## config.mk

```make
export PLATFORM = sky130hd
export DESIGN_NAME = display_waveform_sample_generator_top
export DESIGN_NICKNAME = d
export VERILOG_FILES = /design/src/hdl/dwsg_pkg.sv /design/src/hdl/display_waveform_sample_generator_top.sv /design/src/hdl/dwsg_phase.sv /design/src/hdl/dwsg_shape.sv /design/src/hdl/dwsg_height.sv
export SDC_FILE = /design/constraint.sdc
export NUM_CORES = 1
export LEC_CHECK = 0
export BUFFER_PORTS_ARGS = -buffer_cell sky130_fd_sc_hd__buf_2
export CORE_MARGIN = 3
export CORE_UTILIZATION = 66
export DETAILED_ROUTE_END_ITERATION = 8
export PLACE_DENSITY = 0.84
export SLEW_MARGIN = 10
export SYNTH_ARGS = -nofsm -noshare
export SYNTH_HDL_FRONTEND = slang
export SYNTH_SLANG_ARGS = --single-unit
```

## constraint.sdc

```tcl
create_clock -name i_clk -period 10.35 [get_ports i_clk]
set_clock_uncertainty 0.15 [all_clocks]
set_input_delay 0.5175 -clock i_clk [delete_from_list [all_inputs] [get_ports i_clk]]
set_output_delay 0.5175 -clock i_clk [all_outputs]
set_load 0.01 [all_outputs]
```

## src/hdl/dwsg_pkg.sv

```systemverilog
`timescale 1ns / 1ps
`default_nettype none

package dwsg_pkg;

    localparam int POINT_COUNT   = 256;
    localparam int SCREEN_HEIGHT = 170;
    localparam int CENTER        = SCREEN_HEIGHT / 2;
    localparam int MAX_CYCLES    = 20;
    localparam int FULL_SCALE_MV = 3300;
    localparam int Q15_SHIFT     = 15;

    // floor(mv * CENTER / FULL_SCALE_MV) == (mv * HALF_RECIP) >> HALF_SHIFT for mv <= 3300
    localparam int          HALF_SHIFT = 32;
    localparam logic [26:0] HALF_RECIP = 27'd110628010;

    localparam int SINE_ROM_DEPTH = 65;

    typedef enum logic [1:0] {
        WAVE_SINE   = 2'd0,
        WAVE_TRI    = 2'd1,
        WAVE_SAW    = 2'd2,
        WAVE_SQUARE = 2'd3
    } t_wave_mode;

    typedef enum logic [1:0] {
        REG_WAVE_MODE     = 2'd0,
        REG_CYCLE_REQUEST = 2'd1,
        REG_AMPLITUDE_MV  = 2'd2
    } t_reg_index;

    typedef struct packed {
        t_wave_mode  mode;
        logic [15:0] cycles;
        logic [11:0] amp_mv;
    } t_cfg;

    typedef struct packed {
        t_wave_mode  mode;
        logic [7:0]  phase;
        logic [11:0] amp_mv;
        logic        flat;
    } t_phase;

    typedef struct packed {
        logic [6:0]         half;
        logic signed [16:0] level;
        logic               flat;
    } t_shape;

    typedef struct packed {
        logic signed [24:0] offset;
        logic               flat;
    } t_offset;

    typedef logic [15:0] t_sine_rom [0:SINE_ROM_DEPTH-1];

    function automatic longint f_mul_q16(longint a, longint b);
        return (a * b) / 65536;
    endfunction

    // Q15 sine magnitude for a quarter-wave position in Q16
    function automatic longint f_sine_quarter(longint q16);
        longint q2;
        longint t;
        longint s30;
        longint m;
        q2  = f_mul_q16(q16, q16);
        t   = 64'sd172272;
        t   = -64'sd5026995 + f_mul_q16(t, q2);
        t   = 64'sd85569306 + f_mul_q16(t, q2);
        t   = -64'sd693598668 + f_mul_q16(t, q2);
        t   = 64'sd1686629713 + f_mul_q16(t, q2);
        s30 = f_mul_q16(t, q16);
        if (s30 < 0) s30 = 0;
        m = (s30 + 16384) / 32768;
        if (m > 32768) m = 32768;
        return m;
    endfunction

    function automatic t_sine_rom f_build_sine_rom();
        t_sine_rom rom;
        for (int i = 0; i < SINE_ROM_DEPTH; i++) begin
            rom[i] = 16'(f_sine_quarter(longint'(i) * 1024));
        end
        return rom;
    endfunction

    localparam t_sine_rom SINE_ROM = f_build_sine_rom();

endpackage

`default_nettype wire

```

## src/hdl/display_waveform_sample_generator_top.sv

```systemverilog
// Throughput: one request per cycle unless the output stalls, through a four-stage
// pipeline: phase multiply, half amplitude multiply with sine table lookup, offset
// multiply, clamp.
// Reset (synchronous, active low) empties the pipeline and clears the mode,
// cycle and amplitude registers to zero.
`timescale 1ns / 1ps
`default_nettype none

module display_waveform_sample_generator_top (
    input  wire logic        i_clk,
    input  wire logic        i_rst_n,
    input  wire logic        i_cfg_wr_en,
    input  wire logic [1:0]  i_cfg_index,
    input  wire logic [15:0] i_cfg_wdata,
    input  wire logic        i_in_valid,
    output logic             o_in_ready,
    input  wire logic [7:0]  i_point_index,
    output logic             o_out_valid,
    input  wire logic        i_out_ready,
    output logic [7:0]       o_sample_height,
    output logic             o_no_signal
);

    dwsg_pkg::t_cfg   r_cfg;
    dwsg_pkg::t_phase phase_data;
    dwsg_pkg::t_shape shape_data;
    logic             phase_valid;
    logic             phase_ready;
    logic             shape_valid;
    logic             shape_ready;

    always_ff @(posedge i_clk) begin
        if (!i_rst_n) begin
            r_cfg.mode   <= dwsg_pkg::WAVE_SINE;
            r_cfg.cycles <= 16'd0;
            r_cfg.amp_mv <= 12'd0;
        end else if (i_cfg_wr_en) begin
            unique case (i_cfg_index)
                dwsg_pkg::REG_WAVE_MODE: begin
                    r_cfg.mode <= dwsg_pkg::t_wave_mode'(i_cfg_wdata[1:0]);
                end
                dwsg_pkg::REG_CYCLE_REQUEST: begin
                    r_cfg.cycles <= i_cfg_wdata;
                end
                dwsg_pkg::REG_AMPLITUDE_MV: begin
                    r_cfg.amp_mv <= i_cfg_wdata[11:0];
                end
                default: begin
                    // drop writes to unknown registers
                end
            endcase
        end
    end

    dwsg_phase u_phase (
        .i_clk         (i_clk),
        .i_rst_n       (i_rst_n),
        .i_cfg         (r_cfg),
        .i_valid       (i_in_valid),
        .o_ready       (o_in_ready),
        .i_point_index (i_point_index),
        .o_valid       (phase_valid),
        .i_ready       (phase_ready),
        .o_data        (phase_data)
    );

    dwsg_shape u_shape (
        .i_clk   (i_clk),
        .i_rst_n (i_rst_n),
        .i_valid (phase_valid),
        .o_ready (phase_ready),
        .i_data  (phase_data),
        .o_valid (shape_valid),
        .i_ready (shape_ready),
        .o_data  (shape_data)
    );

    dwsg_height u_height (
        .i_clk           (i_clk),
        .i_rst_n         (i_rst_n),
        .i_valid         (shape_valid),
        .o_ready         (shape_ready),
        .i_data          (shape_data),
        .o_valid         (o_out_valid),
        .i_ready         (i_out_ready),
        .o_sample_height (o_sample_height),
        .o_no_signal     (o_no_signal)
    );

endmodule

`default_nettype wire

```

## src/hdl/dwsg_phase.sv

```systemverilog
`timescale 1ns / 1ps
`default_nettype none

module dwsg_phase (
    input  wire logic            i_clk,
    input  wire logic            i_rst_n,
    input  wire dwsg_pkg::t_cfg  i_cfg,
    input  wire logic            i_valid,
    output logic                 o_ready,
    input  wire logic [7:0]      i_point_index,
    output logic                 o_valid,
    input  wire logic            i_ready,
    output dwsg_pkg::t_phase     o_data
);

    logic             r_valid;
    dwsg_pkg::t_phase r_data;
    dwsg_pkg::t_phase n_data;
    logic [4:0]       cyc_clamped;
    logic [12:0]      phase_full;
    logic [11:0]      mv_sat;

    always_comb begin
        cyc_clamped = (i_cfg.cycles > 16'(dwsg_pkg::MAX_CYCLES))
                    ? 5'(dwsg_pkg::MAX_CYCLES) : i_cfg.cycles[4:0];
        mv_sat      = (i_cfg.amp_mv > 12'(dwsg_pkg::FULL_SCALE_MV))
                    ? 12'(dwsg_pkg::FULL_SCALE_MV) : i_cfg.amp_mv;
        // phase fraction is the product modulo the point count
        phase_full  = 13'(i_point_index) * 13'(cyc_clamped);
        n_data.mode   = i_cfg.mode;
        n_data.phase  = phase_full[7:0];
        n_data.amp_mv = mv_sat;
        n_data.flat   = (cyc_clamped == 5'd0) || (mv_sat == 12'd0);
    end

    assign o_ready = !r_valid || i_ready;

    always_ff @(posedge i_clk) begin
        if (!i_rst_n) begin
            r_valid <= 1'b0;
        end else if (o_ready) begin
            r_valid <= i_valid;
        end
    end

    always_ff @(posedge i_clk) begin
        if (o_ready && i_valid) begin
            r_data <= n_data;
        end
    end

    assign o_valid = r_valid;
    assign o_data  = r_data;

endmodule

`default_nettype wire

```

## src/hdl/dwsg_shape.sv

```systemverilog
`timescale 1ns / 1ps
`default_nettype none

module dwsg_shape (
    input  wire logic             i_clk,
    input  wire logic             i_rst_n,
    input  wire logic             i_valid,
    output logic                  o_ready,
    input  wire dwsg_pkg::t_phase i_data,
    output logic                  o_valid,
    input  wire logic             i_ready,
    output dwsg_pkg::t_shape      o_data
);

    logic               r_valid;
    dwsg_pkg::t_shape   r_data;
    dwsg_pkg::t_shape   n_data;
    logic [38:0]        half_prod;
    logic [6:0]         half;
    logic [1:0]         quad;
    logic [6:0]         rom_idx;
    logic [15:0]        mag;
    logic signed [10:0] phase_s;
    logic signed [10:0] w_tri;
    logic signed [10:0] w_saw;
    logic signed [16:0] level;

    always_comb begin
        half_prod = 39'(i_data.amp_mv) * 39'(dwsg_pkg::HALF_RECIP);
        half      = half_prod[38:dwsg_pkg::HALF_SHIFT];
        // any nonzero amplitude gives at least one pixel
        if (i_data.amp_mv != 12'd0 && half == 7'd0) begin
            half = 7'd1;
        end

        // fold the phase into a quarter wave
        quad    = i_data.phase[7:6];
        rom_idx = quad[0] ? (7'd64 - 7'(i_data.phase[5:0])) : 7'(i_data.phase[5:0]);
        mag     = dwsg_pkg::SINE_ROM[rom_idx];

        phase_s = 11'(i_data.phase);
        w_tri   = i_data.phase[7] ? ((phase_s <<< 2) - 11'sd768)
                                  : (11'sd256 - (phase_s <<< 2));
        w_saw   = (phase_s <<< 1) - 11'sd256;

        // every shape is scaled to a Q15 level in -1.0..+1.0
        case (i_data.mode)
            dwsg_pkg::WAVE_SINE: begin
                level = quad[1] ? -$signed({1'b0, mag}) : $signed({1'b0, mag});
            end
            dwsg_pkg::WAVE_TRI: begin
                level = 17'(w_tri) <<< 7;
            end
            dwsg_pkg::WAVE_SAW: begin
                level = 17'(w_saw) <<< 7;
            end
            default: begin
                level = i_data.phase[7] ? -17'sd32768 : 17'sd32768;
            end
        endcase

        n_data.half  = half;
        n_data.level = level;
        n_data.flat  = i_data.flat;
    end

    assign o_ready = !r_valid || i_ready;

    always_ff @(posedge i_clk) begin
        if (!i_rst_n) begin
            r_valid <= 1'b0;
        end else if (o_ready) begin
            r_valid <= i_valid;
        end
    end

    always_ff @(posedge i_clk) begin
        if (o_ready && i_valid) begin
            r_data <= n_data;
        end
    end

    assign o_valid = r_valid;
    assign o_data  = r_data;

endmodule

`default_nettype wire

```

## src/hdl/dwsg_height.sv

```systemverilog
`timescale 1ns / 1ps
`default_nettype none

module dwsg_height (
    input  wire logic             i_clk,
    input  wire logic             i_rst_n,
    input  wire logic             i_valid,
    output logic                  o_ready,
    input  wire dwsg_pkg::t_shape i_data,
    output logic                  o_valid,
    input  wire logic             i_ready,
    output logic [7:0]            o_sample_height,
    output logic                  o_no_signal
);

    localparam logic signed [24:0] CENTER_Q =
        25'(dwsg_pkg::CENTER) <<< dwsg_pkg::Q15_SHIFT;

    // offset stage
    logic               r_off_valid;
    logic               off_ready;
    dwsg_pkg::t_offset  r_off;
    dwsg_pkg::t_offset  n_off;

    // output stage
    logic               r_out_valid;
    logic [7:0]         r_height;
    logic               r_no_signal;
    logic [7:0]         n_height;
    logic signed [24:0] num;
    logic [9:0]         whole;

    always_comb begin
        n_off.offset = 25'($signed({1'b0, i_data.half})) * 25'(i_data.level);
        n_off.flat   = i_data.flat;
    end

    assign off_ready = !r_out_valid || i_ready;
    assign o_ready   = !r_off_valid || off_ready;

    always_ff @(posedge i_clk) begin
        if (!i_rst_n) begin
            r_off_valid <= 1'b0;
        end else if (o_ready) begin
            r_off_valid <= i_valid;
        end
    end

    always_ff @(posedge i_clk) begin
        if (o_ready && i_valid) begin
            r_off <= n_off;
        end
    end

    always_comb begin
        num   = CENTER_Q + r_off.offset;
        whole = num[24:15];
        if (r_off.flat) begin
            n_height = 8'(dwsg_pkg::CENTER);
        end else if (num < 0) begin
            n_height = 8'd0;
        end else if (whole > 10'(dwsg_pkg::SCREEN_HEIGHT)) begin
            n_height = 8'(dwsg_pkg::SCREEN_HEIGHT);
        end else begin
            n_height = whole[7:0];
        end
    end

    always_ff @(posedge i_clk) begin
        if (!i_rst_n) begin
            r_out_valid <= 1'b0;
        end else if (off_ready) begin
            r_out_valid <= r_off_valid;
        end
    end

    always_ff @(posedge i_clk) begin
        if (off_ready && r_off_valid) begin
            r_height    <= n_height;
            r_no_signal <= r_off.flat;
        end
    end

    assign o_valid         = r_out_valid;
    assign o_sample_height = r_height;
    assign o_no_signal     = r_no_signal;

endmodule

`default_nettype wire

```

* Word level (Yosys, flattened, before mapping)
Memories as Yosys holds them, arrays and structs flattened.
Cells that the tools add are included.
** Word-level totals
- Flip-flop bits (word level) :: 117
- Memory bits (read-only) :: 2048
- Bits of input ports :: 31
- Output and inout bits :: 11
- Logic and storage cells :: 74
- Memories kept :: 1
** Operators by class
- Add/subtract/negate cells :: 6
- Multiply operators :: 3
- $lt $le $gt $ge :: 5
- Eq/ne operators :: 4
- Multiplexer cells :: 11
- Bitwise gates (word level) :: 1
- Reduce and logical (&&, ||, !) cells :: 24
** Memories
- (no name shown) :: depth 128, bits a word 16, read ports 1, clocked after Yosys merged registers in 0, wr ports 0, RTL line dwsg_shape.sv:39 : mag = dwsg_pkg::SINE_ROM[rom_idx];
** Operators by type and width (count)
- one-hot mux 17 bit (3 select lines) :: 1
- multiplier 12 x 26 -> 38 bit (second input constant) :: 1
- 2-to-1 mux 17 bit :: 2
- 2-to-1 mux 16 bit :: 2
- adder 23 x 25 -> 25 bit (first input constant) :: 1
- < comparator 25 x 1 -> 1 bit (second input constant) :: 1
- multiplier 8 x 17 -> 25 bit :: 1
- negator 16 -> 17 bit :: 1
- greater-than comparator 16 x 5 -> 1 bit (second input constant) :: 1
- 2-to-1 mux 7 bit :: 2
- greater-than comparator 12 bit (second input constant) :: 1
- zero test 12 bit :: 1
- 2-to-1 mux 12 bit :: 1
- nonzero test 12 bit :: 1
- greater-than comparator 10 x 8 -> 1 bit (second input constant) :: 1
- 2-to-1 mux 10 bit :: 1
- subtractor 10 bit (second input constant) :: 1
- subtractor 9 x 10 -> 10 bit (first input constant) :: 1
- subtractor 9 x 9 -> 10 bit (second input constant) :: 1
- >= comparator 8 bit (second input constant) :: 1
- multiplier 8 x 5 -> 8 bit :: 1
- 2-to-1 mux 8 bit :: 1
- NOT 7 -> 8 bit :: 1
- zero test 7 bit :: 1
- other kinds (11) :: 27

* Logic depth before layout (Yosys ltp)
- Depth in word-level cells :: 9
- Gate-level depth with buffers :: 20
- Depth with buffers taken out :: 20

* By module
From an unflattened synthesis, not the netlist that was laid out.
** Unflattened totals
- Cell total of the unflattened synthesis :: 1731
- Area total of the unflattened synthesis :: 15775.1 µm²
** Modules (own cells, without submodules)
- dwsg_shape :: instances 1, cells each 912, area each 7734.9 µm², seq. area each 770.7 µm²
- dwsg_height :: instances 1, cells each 553, area each 5212.5 µm², seq. area each 640.6 µm²
- dwsg_phase :: instances 1, cells each 149, area each 1667.8 µm², seq. area each 710.7 µm²
- display_waveform_sample_generator_top :: instances 1, cells each 117, area each 1159.9 µm², seq. area each 600.6 µm²

* Worst setup path before layout
OpenSTA, ideal clock, no wires.
- Path type :: reg2reg
- From :: register u_phase.r_data, in the netlist u_phase.o_data[10]
- To :: register u_shape.r_data, in the netlist u_shape.o_data[18], data pin
- Library setup time :: 169 ps
- Arrival time :: 5241 ps
- Required time :: 10031 ps
- Setup slack :: 4790 ps
- Cell stages (with the launch flop) :: 19
- Path buffers :: 0
- Clock period less this slack :: 5560 ps
- Path through :: edfxtp_1 -> ha_1 -> xor2_1 -> ha_1 -> fa_1 -> fa_1 -> inv_1 -> fa_1 -> inv_1 -> ha_1 -> a21oi_1 -> o21ai_0 -> a221o_1 -> a221oi_1 -> a21oi_1 -> o41a_1 -> xor2_1 -> or4_1 -> o31ai_1
** Between the ends
- Word-level cells in the longest chain between the ends :: 3
** Ends and longest elaborated chain
- start: declaration :: RTL line dwsg_phase.sv:17 : dwsg_pkg::t_phase r_data;
- start signal: assignment :: RTL line dwsg_phase.sv:48 : r_data <= n_data;
- multiplier 12 x 26 -> 38 bit :: RTL line dwsg_shape.sv:29 : half_prod = 39'(i_data.amp_mv) * 39'(dwsg_pkg::HALF_RECIP);
- zero test 7 bit :: RTL line dwsg_shape.sv:32 : if (i_data.amp_mv != 12'd0 && half == 7'd0) begin
- logical AND 1 bit :: RTL line dwsg_shape.sv:32
- end signal: assignment :: RTL line dwsg_shape.sv:79 : r_data <= n_data;
- end: declaration :: RTL line dwsg_shape.sv:16 : dwsg_pkg::t_shape r_data;
Several ways; a longest one is shown, not always the timed one.
A chain may end at the register's enable or synchronous reset.

* Worst setup path after layout
Ends and elaborated chain as after synthesis.

==> run metrics <==
LEAKAGE=7.60 nW; most used flip-flop cell after synthesis=edfxtp_1; first-pass GRT wire length=58200 um; Synth Area in Simple Gates=15.9%; asr flop ratio synth=0%; Util after Layout=71.0%; largest net degree at the start of global routing=between 40 and 50; # IOs=between 40 and 50; PortBufs=41; # Max-Cap Violations=0; YS warnings=0; Synth Area in Compound Gates=13.9%; Routed WL=~34000 um; Routed Antenna Nets=0; Buffers & Inverters on Critical Path=2; total congestion overflow=0; reg2reg start=u_phase.o_data[10]$_DFFE_PP_; Hold-fix buffers, CTS=0; post-synth net total=2043; pwr/cell area=242 nW/um^2; critical path required time=10.38 ns; core box area=~22000 um^2; Reg clk slew, reported paths=0.09 ns; PostCTS Resize Cnt=0; DR vias/cell=6.03; CP delay by family, top=adder cells; number of global-route vias before repair=11900; Post-Synth Adder-Cell Area=between 30% and 40%; die area=24500 um^2; CTS tree=done; Tmin final=6.15 ns; CP peak stage delay=0.54 ns; fin worst setup slack=around 4.2 ns; register area share after synthesis=18.2%; antenna violations before repair=0; Setup CP Type=flop to flop; pre-CTS setup slack=4.22 ns; worst min path class=input port to flop; Area growth, synth to finish=4.60%; Antenna diodes=0; # DRC=0; final instance area=15600 um^2; Yosys reg bits=102; Root Driver=clkbuf_16; Power Total=approximately 3.8 mW; Die Ht=about 160 um; final setup fails=0; Synth Area in XOR/XNOR=between 3 and 4%; Hold Startpoint=i_cfg_wdata[15]; library cells used by synthesis=around 80; outcome=completed; Initial Util=67.9%; GRT Overall Usage=29.2%; Startpoint Class=flop; post-synthesis average cell area=9.04 um^2; share of cells above drive strength 1=5.74%; crit path capture type=flop; Post-CTS Setup Bufs=0; TritonCTS buffer count=9; most common cell after layout, fill and taps aside=inv_1; Iteration-0 DRC Markers=873; First-pass DRT Iterations=6; area post-placement=about 15000 um^2; slew of the pin with the lowest slew margin=1.09 ns; wire length per cell after detailed routing=17.8 um; peak supply drop=0.000210 V; Die W=156 um; Slew HR=27.4%; row count=54; Critical Path Source=u_phase.o_data[10]$_DFFE_PP_; Crit-path slowest cell=fa_1; clock latency on the worst-skew pair=0.36 ns; Gate Count Post-Synth=1653; RSZ-0062 raised after global routing=no; fin nets=2040; number of synthesized flops with an enable pin=68; mux cell area share after synthesis=1.84%; Placer Congestion=0.949; Arrival @ worst endpoint=6.18 ns; Final Hold Vio Count=0; setup TNS=0 ns; final worst-path cycle share=around three fifths; combinational family with the most area after synthesis=adder cells; Clock Tree Buf Depth=2; CP Cell Sequence=ha_1 > xor2_1 > ha_1 > fa_1 > fa_1 > inv_1 > fa_1 > inv_1 > ha_1 > a21oi_1 > o21ai_0 > a221o_1 > a221oi_1 > a21oi_1 > o41a_1 > xor2_1 > or4_1 > o31ai_1; max-slew violation count=0; most frequent cells in the layout=284 x inv_1, 204 x ha_1, 155 x fa_1; CTS Sinks=102; Post-Syn Area=approximately 15000 um^2; CTS H-tree lvls=3; total number of vias=11700; fmax=about 160 MHz; CP max FO=7; detailed placement HPWL=around 27000 um
-- metal layers --
metal | wire length [um] | up-vias | GRT usage [%] | part of all wire [%]
met2 | 16200 | 431 | 47.4 | 47
met1 | 15000 | 5626 | 41.2 | 44
met4 | 654 | 0 | 6.54 | 1.9
met3 | 2640 | 59 | 5.31 | 7.6
li1 | - | 5559 | - | -
met5 | 0 | - | 0 | 0
-- cell usage after synthesis (all sizes together) (13+ instances only) --
library cell / number / area, um^2
inv: 285 / 1070
o31ai: 14 / 105
clkbuf: 40 / 150
edfxtp: 68 / 2040
dfxtp: 34 / 681
fa: 155 / 3100
a21oi: 54 / 270
buf: 26 / 126
xor2: 21 / 184
xnor2: 34 / 305
mux2i: 23 / 230
ha: 204 / 2550
nor2: 66 / 248
and2: 89 / 557
nand3: 27 / 135
o21ai: 51 / 255
nand2b: 17 / 106
nor2b: 38 / 238
a21boi: 21 / 158
and3: 17 / 106
nand2: 143 / 537
nor3: 21 / 110
a21o: 17 / 128
o211ai: 13 / 103
-- registers in the layout, indices dropped and copies added, names as in the netlist --
name                      cells
r_cfg                        30
u_shape.o_data               25
u_phase.o_data               23
u_height.r_off               11
u_height.o_sample_height      8
u_height.o_no_signal          1
u_height.o_valid              1
u_height.r_off_valid          1
u_phase.o_valid               1
u_shape.o_valid               1
-- through the flow --
stage | hold slack, ns | std cells
after global placement | 0.268 | 1919
after CTS | 0.238 | 1935
after global routing | 0.252 | 1935
after detailed placement | 0.269 | 1919
after floorplan | 0.250 | 1653
final | 0.246 | 1935
-- worst paths after layout --
check                                                   endpoint  slack, ns  cells after the start
worst min register to register       u_shape.o_data[0]$_DFFE_PP_       0.29                      0
worst max register to register  u_shape.o_data[18]$_SDFFCE_PP1P_       4.20                     18
worst max-delay path            u_shape.o_data[18]$_SDFFCE_PP1P_       4.20                     18
worst min-delay path                      r_cfg[27]$_SDFFE_PN0P_       0.25                      3
-- power by group --
| part | internal, mW | switching (mW) |
|---|---|---|
| combinational | 1.18 | 1.58 |
| clock | 0.177 | 0.175 |
| sequential | 0.586 | 0.0912 |
| total | 1.94 | 1.85 |
-- cells by family (layout without fill, tap and decap cells) --
logic type,after synthesis,after routing
fa+ha+maj,359,359
mux,26,26
compound gates,295,295
buf+inv,352,354
xor+xnor,55,55
simple gates,464,464
flops,102,102
-- worst register-to-register path: stages, from the launching register on --
cell and delay [ns]:
edfxtp_1 0.52, ha_1 0.28, xor2_1 0.25, ha_1 0.30, fa_1 0.48, fa_1 0.54
inv_1 0.06, fa_1 0.53, inv_1 0.04, ha_1 0.19, a21oi_1 0.13, o21ai_0 0.09
a221o_1 0.37, a221oi_1 0.51, a21oi_1 0.19, o41a_1 0.44, xor2_1 0.16, or4_1 0.52
o31ai_1 0.23
-- final cells by class --
class	instances	area, um^2
inverters	286	1070
clock inverters	7	91.3
flip-flops and latches	102	2720
well taps	280	350
clock buffers	9	225
multi-input cells	1199	10900
fillers	1596	6390
repair buffers	52	288
Power figures use the tool's default switching activity.
